File: src/rtl/mlpd_pkg.sv
// ============================================================================
// mlpd_pkg
// shared types and constants for the marker/length packet deframer
// ============================================================================
package mlpd_pkg;

    localparam int BYTE_W    = 8;
    localparam int WORD_W    = 16;
    localparam int CRC_W     = 4;
    localparam int CFG_IDX_W = 2;

    // header layout
    localparam int HEADER_BYTES_DEF = 40;
    localparam int LENGTH_OFFSET    = 2;
    localparam int TAIL_OFFSET      = 38;

    // register reset values
    localparam logic [WORD_W-1:0] START_MARKER_RST = 16'hF0FE;
    localparam logic [WORD_W-1:0] TAIL_MARKER_RST  = 16'h0000;
    localparam logic [CRC_W-1:0]  CRC_TAIL_RST     = 4'd2;

    typedef enum logic [CFG_IDX_W-1:0] {
        CFG_START_MARKER = 2'd0,
        CFG_TAIL_MARKER  = 2'd1,
        CFG_CRC_TAIL     = 2'd2
    } cfg_idx_t;

    // per-bank push/pop request
    typedef struct packed {
        logic push;
        logic pop;
        logic wlast;
    } mlpd_bank_ctl_t;

    // fixed taps of one bank: queue head and the header fields
    typedef struct packed {
        logic [BYTE_W-1:0] hd_byte;
        logic              hd_last;
        logic [BYTE_W-1:0] w0;
        logic [BYTE_W-1:0] w1;
        logic [BYTE_W-1:0] w2;
        logic [BYTE_W-1:0] w3;
        logic [BYTE_W-1:0] t0;
        logic [BYTE_W-1:0] t1;
    } mlpd_taps_t;

    typedef struct packed {
        logic              hit;
        logic [WORD_W-1:0] rem;
    } mlpd_hdr_res_t;

endpackage

File: src/rtl/mlpd_in_if.sv
// ============================================================================
// mlpd_in_if
// raw byte channel into the deframer
// ============================================================================
interface mlpd_in_if;
    logic                        valid;
    logic                        ready;
    logic [mlpd_pkg::BYTE_W-1:0] data_byte;

    modport source (output valid, output data_byte, input ready);
    modport sink   (input valid, input data_byte, output ready);
endinterface

File: src/rtl/mlpd_out_if.sv
// ============================================================================
// mlpd_out_if
// packet byte channel out of the deframer
// ============================================================================
interface mlpd_out_if;
    logic                        valid;
    logic                        ready;
    logic [mlpd_pkg::BYTE_W-1:0] packet_byte;
    logic                        packet_last;

    modport source (output valid, output packet_byte, output packet_last, input ready);
    modport sink   (input valid, input packet_byte, input packet_last, output ready);
endinterface

File: src/rtl/mlpd_bank.sv
// ============================================================================
// mlpd_bank
// byte shift line with fill count: header window while searching,
// output queue once a header is committed
// ============================================================================
module mlpd_bank #(
    parameter int  DEPTH  = 41,
    localparam int FILL_W = $clog2(DEPTH + 1)
) (
    input  logic                          clk,
    input  logic                          rst_n,
    input  mlpd_pkg::mlpd_bank_ctl_t      ctl,
    input  logic [mlpd_pkg::BYTE_W-1:0]   wdata,
    output mlpd_pkg::mlpd_taps_t          taps,
    output logic [FILL_W-1:0]             fill
);
    import mlpd_pkg::*;

    logic [BYTE_W-1:0] byte_reg [DEPTH];
    logic              last_reg [DEPTH];
    logic [FILL_W-1:0] fill_reg;
    logic [FILL_W-1:0] fill_next;
    logic [FILL_W-1:0] wpos;

    // write slot moves down by one when the head leaves in the same cycle
    assign wpos = ctl.pop ? (fill_reg - FILL_W'(1)) : fill_reg;

    for (genvar i = 0; i < DEPTH; i++) begin : g_ent
        logic [BYTE_W-1:0] up_byte;
        logic              up_last;
        logic [BYTE_W-1:0] byte_next;
        logic              last_next;

        if (i < DEPTH - 1) begin : g_up
            assign up_byte = byte_reg[i + 1];
            assign up_last = last_reg[i + 1];
        end else begin : g_top
            assign up_byte = byte_reg[i];
            assign up_last = last_reg[i];
        end

        always_comb
        begin
            byte_next = byte_reg[i];
            last_next = last_reg[i];
            if (ctl.pop)
            begin
                byte_next = up_byte;
                last_next = up_last;
            end
            if (ctl.push && (wpos == FILL_W'(i)))
            begin
                byte_next = wdata;
                last_next = ctl.wlast;
            end
        end

        always_ff @(posedge clk)
        begin
            byte_reg[i] <= byte_next;
            last_reg[i] <= last_next;
        end
    end

    always_comb
    begin
        fill_next = fill_reg;
        if (ctl.push && !ctl.pop)
            fill_next = fill_reg + FILL_W'(1);
        else if (ctl.pop && !ctl.push)
            fill_next = fill_reg - FILL_W'(1);
    end

    always_ff @(posedge clk or negedge rst_n)
    begin
        if (!rst_n)
            fill_reg <= '0;
        else
            fill_reg <= fill_next;
    end

    assign fill         = fill_reg;
    assign taps.hd_byte = byte_reg[0];
    assign taps.hd_last = last_reg[0];
    assign taps.w0      = byte_reg[0];
    assign taps.w1      = byte_reg[1];
    assign taps.w2      = byte_reg[LENGTH_OFFSET];
    assign taps.w3      = byte_reg[LENGTH_OFFSET + 1];
    assign taps.t0      = byte_reg[TAIL_OFFSET];
    assign taps.t1      = byte_reg[TAIL_OFFSET + 1];

endmodule

File: src/rtl/mlpd_hdr_chk.sv
// ============================================================================
// mlpd_hdr_chk
// header check on the window plus the byte that completes it
// ============================================================================
module mlpd_hdr_chk #(
    parameter int HEADER_BYTES = mlpd_pkg::HEADER_BYTES_DEF
) (
    input  mlpd_pkg::mlpd_taps_t              taps,
    input  logic [mlpd_pkg::BYTE_W-1:0]       newest,
    input  logic [mlpd_pkg::WORD_W-1:0]       start_marker,
    input  logic [mlpd_pkg::WORD_W-1:0]       tail_marker,
    input  logic [mlpd_pkg::CRC_W-1:0]        crc_tail_bytes,
    output mlpd_pkg::mlpd_hdr_res_t           res
);
    import mlpd_pkg::*;

    // the tail word's upper byte is the incoming one when it is the last header byte
    localparam bit TAIL_HI_NEW = (HEADER_BYTES - 1) == (TAIL_OFFSET + 1);

    logic [BYTE_W-1:0] tail_hi;
    logic [WORD_W-1:0] len;
    logic [WORD_W:0]   min_len;

    assign tail_hi = TAIL_HI_NEW ? newest : taps.t1;
    assign len     = {taps.w3, taps.w2};
    assign min_len = (WORD_W + 1)'(HEADER_BYTES) + (WORD_W + 1)'(crc_tail_bytes);

    assign res.hit = ({taps.w1, taps.w0} == start_marker) &&
                     ({tail_hi, taps.t0} == tail_marker) &&
                     ({1'b0, len} >= min_len);
    assign res.rem = len - WORD_W'(HEADER_BYTES);

endmodule

File: src/rtl/marker_length_packet_deframer.sv
// ============================================================================
// marker_length_packet_deframer
// sync marker / length prefixed deframer: finds a header in the byte
// stream, then forwards the header and the packet body with a last mark
// ============================================================================
//
//  port     dir   handshake        payload
//  -------  ----  ---------------  --------------------------------
//  byte_ch  sink  valid / ready    data_byte[7:0]
//  pkt_ch   src   valid / ready    packet_byte[7:0], packet_last
//  cfg      in    cfg_we           cfg_index[1:0], cfg_data[15:0]
//
//  one input word per cycle; the header check runs in the cycle the last
//  header byte arrives, against the window bank plus that byte
//  output words leave one per cycle from a registered stage, sink permitting
//  two banks of HEADER_BYTES+1 bytes: one drains a packet while the other
//  searches; input stalls while the search would start in a bank that has
//  not yet drained, or when the draining bank is full behind a stalled sink
//  reset clears control and registers only; bank contents need no clearing
//
module marker_length_packet_deframer #(
    parameter int HEADER_BYTES = mlpd_pkg::HEADER_BYTES_DEF
) (
    input  logic                               clk,
    input  logic                               rst_n,
    mlpd_in_if.sink                            byte_ch,
    mlpd_out_if.source                         pkt_ch,
    input  logic                               cfg_we,
    input  logic [mlpd_pkg::CFG_IDX_W-1:0]     cfg_index,
    input  logic [mlpd_pkg::WORD_W-1:0]        cfg_data
);
    import mlpd_pkg::*;

    // one spare slot so a freshly committed bank still takes a body byte
    localparam int DEPTH  = HEADER_BYTES + 1;
    localparam int FILL_W = $clog2(DEPTH + 1);

    // config registers
    logic [WORD_W-1:0] start_marker_reg;
    logic [WORD_W-1:0] tail_marker_reg;
    logic [CRC_W-1:0]  crc_tail_reg;

    // control state
    logic              sel_reg, sel_next;           // bank taking input
    logic              drain_reg, drain_next;       // bank feeding the output
    logic              in_packet_reg, in_packet_next;
    logic [1:0]        commit_reg, commit_next;     // bank holds output words
    logic [WORD_W-1:0] rem_reg, rem_next;           // body bytes still to come

    // output stage
    logic              out_valid_reg, out_valid_next;
    logic [BYTE_W-1:0] out_byte_reg, out_byte_next;
    logic              out_last_reg, out_last_next;

    // bank wiring
    mlpd_bank_ctl_t    bank_ctl  [2];
    mlpd_taps_t        bank_taps [2];
    logic [FILL_W-1:0] bank_fill [2];

    mlpd_hdr_res_t     hdr_res;
    logic              acc;
    logic              in_ready;
    logic              search_full;
    logic              push;
    logic              drop;
    logic              wlast;
    logic              out_pop;
    logic [WORD_W-1:0] rem_dec;

    for (genvar k = 0; k < 2; k++) begin : g_bank
        mlpd_bank #(
            .DEPTH (DEPTH)
        ) u_bank (
            .clk   (clk),
            .rst_n (rst_n),
            .ctl   (bank_ctl[k]),
            .wdata (byte_ch.data_byte),
            .taps  (bank_taps[k]),
            .fill  (bank_fill[k])
        );
    end

    mlpd_hdr_chk #(
        .HEADER_BYTES (HEADER_BYTES)
    ) u_hdr_chk (
        .taps           (bank_taps[sel_reg]),
        .newest         (byte_ch.data_byte),
        .start_marker   (start_marker_reg),
        .tail_marker    (tail_marker_reg),
        .crc_tail_bytes (crc_tail_reg),
        .res            (hdr_res)
    );

    // in a packet the bank only needs room; while searching it must be free
    assign in_ready    = in_packet_reg ? (bank_fill[sel_reg] != FILL_W'(DEPTH))
                                       : !commit_reg[sel_reg];
    assign byte_ch.ready = in_ready;
    assign acc         = byte_ch.valid && in_ready;
    assign search_full = bank_fill[sel_reg] == FILL_W'(HEADER_BYTES - 1);
    assign rem_dec     = rem_reg - WORD_W'(1);

    // head of the draining bank moves into the output stage when it is free
    assign out_pop = commit_reg[drain_reg] && (bank_fill[drain_reg] != '0) &&
                     (!out_valid_reg || pkt_ch.ready);

    always_comb
    begin
        sel_next       = sel_reg;
        drain_next     = drain_reg;
        in_packet_next = in_packet_reg;
        commit_next    = commit_reg;
        rem_next       = rem_reg;
        push           = 1'b0;
        drop           = 1'b0;
        wlast          = 1'b0;

        if (acc)
        begin
            push = 1'b1;
            if (in_packet_reg)
            begin
                // body byte queues behind the header
                rem_next = rem_dec;
                wlast    = (rem_dec == '0);
                if (rem_dec == '0)
                begin
                    in_packet_next = 1'b0;
                    sel_next       = ~sel_reg;
                end
            end
            else if (search_full)
            begin
                if (hdr_res.hit)
                begin
                    commit_next[sel_reg] = 1'b1;
                    rem_next             = hdr_res.rem;
                    // header-only packet ends on its last header byte
                    wlast                = (hdr_res.rem == '0);
                    if (hdr_res.rem == '0)
                        sel_next = ~sel_reg;
                    else
                        in_packet_next = 1'b1;
                end
                else
                begin
                    // slide the window by one byte
                    drop = 1'b1;
                end
            end
        end

        // drained bank goes back to the search pool
        if (commit_reg[drain_reg] && (bank_fill[drain_reg] == '0) &&
            !(in_packet_reg && (sel_reg == drain_reg)))
        begin
            commit_next[drain_reg] = 1'b0;
            drain_next             = ~drain_reg;
        end
    end

    always_comb
    begin
        for (int k = 0; k < 2; k++)
        begin
            bank_ctl[k].push  = push && (sel_reg == 1'(k));
            bank_ctl[k].pop   = (drop && (sel_reg == 1'(k))) ||
                                (out_pop && (drain_reg == 1'(k)));
            bank_ctl[k].wlast = wlast;
        end
    end

    always_comb
    begin
        out_valid_next = out_valid_reg;
        out_byte_next  = out_byte_reg;
        out_last_next  = out_last_reg;
        if (out_pop)
        begin
            out_valid_next = 1'b1;
            out_byte_next  = bank_taps[drain_reg].hd_byte;
            out_last_next  = bank_taps[drain_reg].hd_last;
        end
        else if (pkt_ch.ready)
        begin
            out_valid_next = 1'b0;
        end
    end

    always_ff @(posedge clk or negedge rst_n)
    begin
        if (!rst_n)
        begin
            sel_reg       <= 1'b0;
            drain_reg     <= 1'b0;
            in_packet_reg <= 1'b0;
            commit_reg    <= '0;
            rem_reg       <= '0;
            out_valid_reg <= 1'b0;
        end
        else
        begin
            sel_reg       <= sel_next;
            drain_reg     <= drain_next;
            in_packet_reg <= in_packet_next;
            commit_reg    <= commit_next;
            rem_reg       <= rem_next;
            out_valid_reg <= out_valid_next;
        end
    end

    always_ff @(posedge clk)
    begin
        out_byte_reg <= out_byte_next;
        out_last_reg <= out_last_next;
    end

    // config writes, unknown index ignored
    always_ff @(posedge clk or negedge rst_n)
    begin
        if (!rst_n)
        begin
            start_marker_reg <= START_MARKER_RST;
            tail_marker_reg  <= TAIL_MARKER_RST;
            crc_tail_reg     <= CRC_TAIL_RST;
        end
        else if (cfg_we)
        begin
            case (cfg_idx_t'(cfg_index))
                CFG_START_MARKER: start_marker_reg <= cfg_data;
                CFG_TAIL_MARKER:  tail_marker_reg  <= cfg_data;
                CFG_CRC_TAIL:     crc_tail_reg     <= cfg_data[CRC_W-1:0];
                default:          ;
            endcase
        end
    end

    assign pkt_ch.valid       = out_valid_reg;
    assign pkt_ch.packet_byte = out_byte_reg;
    assign pkt_ch.packet_last = out_last_reg;

    // body bytes always land in a committed bank
    a_packet_bank_committed: assert property (@(posedge clk) disable iff (!rst_n)
        in_packet_reg |-> commit_reg[sel_reg])
        else $error("packet body targets an uncommitted bank");

    // a search window never reaches a full header without being resolved
    a_window_below_full: assert property (@(posedge clk) disable iff (!rst_n)
        (!in_packet_reg && !commit_reg[sel_reg]) |->
            (bank_fill[sel_reg] < FILL_W'(HEADER_BYTES)))
        else $error("search window overfilled");

    a_rem_nonzero: assert property (@(posedge clk) disable iff (!rst_n)
        in_packet_reg |-> (rem_reg != '0))
        else $error("in packet with no body bytes left");

    // the oldest committed bank is always the one being drained
    a_drain_oldest: assert property (@(posedge clk) disable iff (!rst_n)
        !commit_reg[drain_reg] |-> !commit_reg[~drain_reg])
        else $error("committed bank not selected for draining");

endmodule

File: src/flat_wrapper.sv
// flat-port wrapper written by rule: the top's interface ports become plain ports
module marker_length_packet_deframer_flat import mlpd_pkg::*;
#(
    parameter int HEADER_BYTES = mlpd_pkg::HEADER_BYTES_DEF
)
  (clk, rst_n, cfg_we, cfg_index, cfg_data, byte_ch_valid, byte_ch_data_byte, byte_ch_ready, pkt_ch_valid, pkt_ch_packet_byte, pkt_ch_packet_last, pkt_ch_ready);
  mlpd_in_if byte_ch_i ();
  mlpd_out_if pkt_ch_i ();
  input  logic clk;
  input  logic rst_n;
  input  logic cfg_we;
  input  logic [mlpd_pkg::CFG_IDX_W-1:0] cfg_index;
  input  logic [mlpd_pkg::WORD_W-1:0] cfg_data;
  input wire logic [$bits(byte_ch_i.valid)-1:0] byte_ch_valid;
  input wire logic [$bits(byte_ch_i.data_byte)-1:0] byte_ch_data_byte;
  output wire logic [$bits(byte_ch_i.ready)-1:0] byte_ch_ready;
  output wire logic [$bits(pkt_ch_i.valid)-1:0] pkt_ch_valid;
  output wire logic [$bits(pkt_ch_i.packet_byte)-1:0] pkt_ch_packet_byte;
  output wire logic [$bits(pkt_ch_i.packet_last)-1:0] pkt_ch_packet_last;
  input wire logic [$bits(pkt_ch_i.ready)-1:0] pkt_ch_ready;
  assign byte_ch_i.valid = byte_ch_valid;
  assign byte_ch_i.data_byte = byte_ch_data_byte;
  assign byte_ch_ready = byte_ch_i.ready;
  assign pkt_ch_valid = pkt_ch_i.valid;
  assign pkt_ch_packet_byte = pkt_ch_i.packet_byte;
  assign pkt_ch_packet_last = pkt_ch_i.packet_last;
  assign pkt_ch_i.ready = pkt_ch_ready;
  marker_length_packet_deframer #(.HEADER_BYTES(HEADER_BYTES)) u_core (.clk(clk), .rst_n(rst_n), .byte_ch(byte_ch_i), .pkt_ch(pkt_ch_i), .cfg_we(cfg_we), .cfg_index(cfg_index), .cfg_data(cfg_data));
endmodule
File: config.mk
export PLATFORM = sky130hd
export DESIGN_NAME = marker_length_packet_deframer_flat
export DESIGN_NICKNAME = d
export VERILOG_FILES = /design/src/rtl/mlpd_pkg.sv /design/src/rtl/mlpd_in_if.sv /design/src/rtl/mlpd_out_if.sv /design/src/rtl/mlpd_bank.sv /design/src/rtl/mlpd_hdr_chk.sv /design/src/rtl/marker_length_packet_deframer.sv /design/src/flat_wrapper.sv
export SDC_FILE = /design/constraint.sdc
export NUM_CORES = 1
export LEC_CHECK = 0
export ABC_AREA = 1
export BUFFER_PORTS_ARGS = -buffer_cell sky130_fd_sc_hd__buf_2
export CAP_MARGIN = 20
export CORE_MARGIN = 1
export CORE_UTILIZATION = 50
export CTS_CLUSTER_DIAMETER = 120
export DETAILED_ROUTE_END_ITERATION = 12
export PLACE_DENSITY = 0.71
export SLEW_MARGIN = 20
export SYNTH_ARGS = -nofsm -noshare
export SYNTH_HDL_FRONTEND = slang
export SYNTH_HIERARCHICAL = 1
export SYNTH_SLANG_ARGS = --single-unit
File: constraint.sdc
create_clock -name clk -period 11.75 [get_ports clk]
set_input_delay 0.5875 -clock clk [delete_from_list [all_inputs] [get_ports clk]]
set_output_delay 0.5875 -clock clk [all_outputs]
set_load 0.03 [all_outputs]
==> results.sh <==
export IMPL_status="finished, final reports clean"
export IMPL_drv_slew=0
export IMPL_cpPeakStageDelay_ps=1030
export IMPL_syn_inst=4426
export IMPL_path_cells="inv_6 -> nand2_1 -> nand2_1 -> ha_1 -> a21boi_0 -> o21bai_1 -> nand2_1 -> a21oi_1 -> nor2_1 -> nor2_1 -> nand2_1 -> nor2_1 -> nand2_1 -> nand2_1 -> clkinv_2 -> nand2_1 -> nand2_4 -> buf_4 -> nor2_4 -> buf_4 -> nand2_2 -> nand2_1"
export IMPL_power_switching_uw=2200
export IMPL_grt_setup_unrepaired="false"
export IMPL_cts_max_level=3
export IMPL_p_per_area_nw_per_um2=168
export IMPL_cts_tree="done"
export IMPL_finalHoldViolations=0
export IMPL_cts_buffer_depth=3
export IMPL_worstSetupPathType="flop to flop"
export IMPL_cp_end_kind="flop"
export IMPL_ios=42
export IMPL_gr_usage_met2_pct=36.0
export IMPL_gp_congestion=0.916
export IMPL_nets=4274
export IMPL_antenna_found_initial=1
export IMPL_skew_ps=38.2
export IMPL_largest_register_ffs=656
export IMPL_cp_required_ps=12050
export IMPL_holdBufCountCts=0
export IMPL_rows=105
export IMPL_drt_iter0_drc=3497
export IMPL_cts_sinks=817
export IMPL_slew_headroom_pct=29.5
export IMPL_antenna_cells=0
export IMPL_worst_hold_path_type="input pin to async pin"
export IMPL_synthToLayoutAreaGrowth_pct=6.37
export IMPL_vdd_drop_max_v=0.000112
export IMPL_finalCritPeriodShare_pct=58.0
export IMPL_tns_ps=0
export IMPL_avgSynthCellArea_um2=9.34
export IMPL_wire_per_inst_um=18.3
export IMPL_overflow=0
export IMPL_fin_cells=5369
export IMPL_grt_pass1_vias=27247
export IMPL_drt_antenna_violating_nets=0
export IMPL_core_area_um2=82000
export IMPL_path_common_cell="nand2_1"
export IMPL_io_buffers=41
export IMPL_cts_setup_buffers=0
export IMPL_drive_gt1_share_pct=9.28
export IMPL_clk_latency_ps=650
export IMPL_vias=29809
export IMPL_worstMarginPinSlew_ps=1060
export IMPL_dieHeight_um=290
export IMPL_grt_pass1_wl_um=153000
export IMPL_p_leak_uw=0.0185
export IMPL_yosys_warnings=6
export IMPL_postCtsResizedCells=0
export IMPL_top_usage_layer="met2"
export IMPL_setup_viol=0
export IMPL_worstReg2RegEnd="u_core/g_bank[0].u_bank/byte_reg[2][6]$_DFFE_PP_"
export IMPL_gr_usage_met3_pct=4.18
export IMPL_drv_cap=0
export IMPL_vias_per_cell=5.55
export IMPL_clkPwrFrac_pct=37.1
export IMPL_die_area_um2=83800
export IMPL_dp_cells=5207
export IMPL_tritoncts_num_buffers=88
export IMPL_clk_pin_slew_ps=60
export IMPL_critical_path_top_delay_family="simple AND/OR/NAND/NOR gates"
export IMPL_reg2reg_depth=22
export IMPL_drt_pass1_iterations=6
export IMPL_cp_start_kind="flop"
export IMPL_grt_max_degree=117
export IMPL_swShare_pct=29.9
export IMPL_synth_nets=4471
export IMPL_drt_total_wl_um=98300
export IMPL_crit_arrival_ps=7120
export IMPL_rr_startpoint="u_core/sel_reg$_DFFE_PN0P_"
export IMPL_seq_power_share_pct=45.9
export IMPL_p_int_uw=5170
export IMPL_max_clock_freq_ghz=0.147
export IMPL_post_route_min_period_ps=6820
export IMPL_hpwl_um=58100
export IMPL_r2r_slack_ps=4930
export IMPL_grt_total_usage_pct=23.4
export IMPL_use_met1_pct=33.9
export IMPL_path_buf_inv=4
export IMPL_clockRootBuffer="clkbuf_16"
export IMPL_start_util_pct=50.4
export IMPL_final_cell_mix="nand2_1 (1916), nand3_1 (771), edfxtp_1 (747), inv_1 (114), clkbuf_16 (89)"
export IMPL_final_common_cell="nand2_1"
export IMPL_synth_area_um2=41300
export IMPL_cpMaxStageDelayCell="dfrtp_2"
export IMPL_die_w_um=290
export IMPL_crit_fanout=81
export IMPL_p_comb_share_pct=17.0
export IMPL_drcViolationCount=0
-- power groups by stage --
stage | clock network [uW] | registers, uW | logic [uW]
finish | 2740 | 3380 | 1250
global route | 2900 | 3390 | 1380
CTS | 2780 | 3380 | 1230
detailed placement | 0 | 3440 | 1230
global placement | 0 | 3440 | 1210
floorplan | 0 | 3380 | 1020
-- worst register-to-register path, stage by stage (launching register included) --
cell      delay, ps
dfrtp_2        1030
inv_6           340
nand2_1         150
nand2_1          90
ha_1            300
a21boi_0        120
o21bai_1        130
nand2_1          70
a21oi_1         130
nor2_1           80
nor2_1          100
nand2_1          50
nor2_1          140
nand2_1          60
nand2_1         390
clkinv_2        890
nand2_1         390
nand2_4          60
buf_4           410
nor2_4          170
buf_4           710
nand2_2         290
nand2_1         370
-- final cells by class --
class / count / area (um^2)
Clock buffer: 111 / 2320
Clock inverter: 49 / 529
Fill cell: 7050 / 38000
Inverter: 127 / 495
Multi-Input combinational cell: 3098 / 14400
Sequential cell: 817 / 24200
Tap cell: 1070 / 1340
Timing Repair Buffer: 97 / 689
-- metal layers --
metal / vias to the layer above / wire [um]
met5: - / 10
met4: 2 / 2370
met3: 160 / 9300
met2: 1401 / 44500
met1: 13942 / 42200
li1: 14304 / -
-- stage by stage --
stage	hold slack, ps	area (um^2)	power [uW]	setup WS [ps]	utilization, %
floorplan	292	41300	4400	7970	-
global placement	474	41000	4640	5460	50.1
detailed placement	493	41100	4660	5330	50.1
CTS	182	43900	7390	5280	53.6
global route	209	44000	7670	4340	53.6
finish	182	44000	7370	4930	53.6
-- worst max-delay path by stage --
stage                                     startpoint                                           endpoint  slack [ps]  cells past startpoint
after floorplan           u_core/sel_reg$_DFFE_PN0P_  u_core/g_bank[1].u_bank/byte_reg[0][24]$_DFFE_PP_        7970                     26
after CTS                 u_core/sel_reg$_DFFE_PN0P_   u_core/g_bank[0].u_bank/byte_reg[2][2]$_DFFE_PP_        5280                     23
final                     u_core/sel_reg$_DFFE_PN0P_   u_core/g_bank[0].u_bank/byte_reg[2][6]$_DFFE_PP_        4930                     22
after global placement    u_core/sel_reg$_DFFE_PN0P_   u_core/g_bank[1].u_bank/byte_reg[2][3]$_DFFE_PP_        5460                     26
after detailed placement  u_core/sel_reg$_DFFE_PN0P_   u_core/g_bank[0].u_bank/byte_reg[2][4]$_DFFE_PP_        5330                     25
after global routing      u_core/sel_reg$_DFFE_PN0P_   u_core/g_bank[0].u_bank/byte_reg[2][2]$_DFFE_PP_        4340                     22
(Power assumes the default switching activity.)
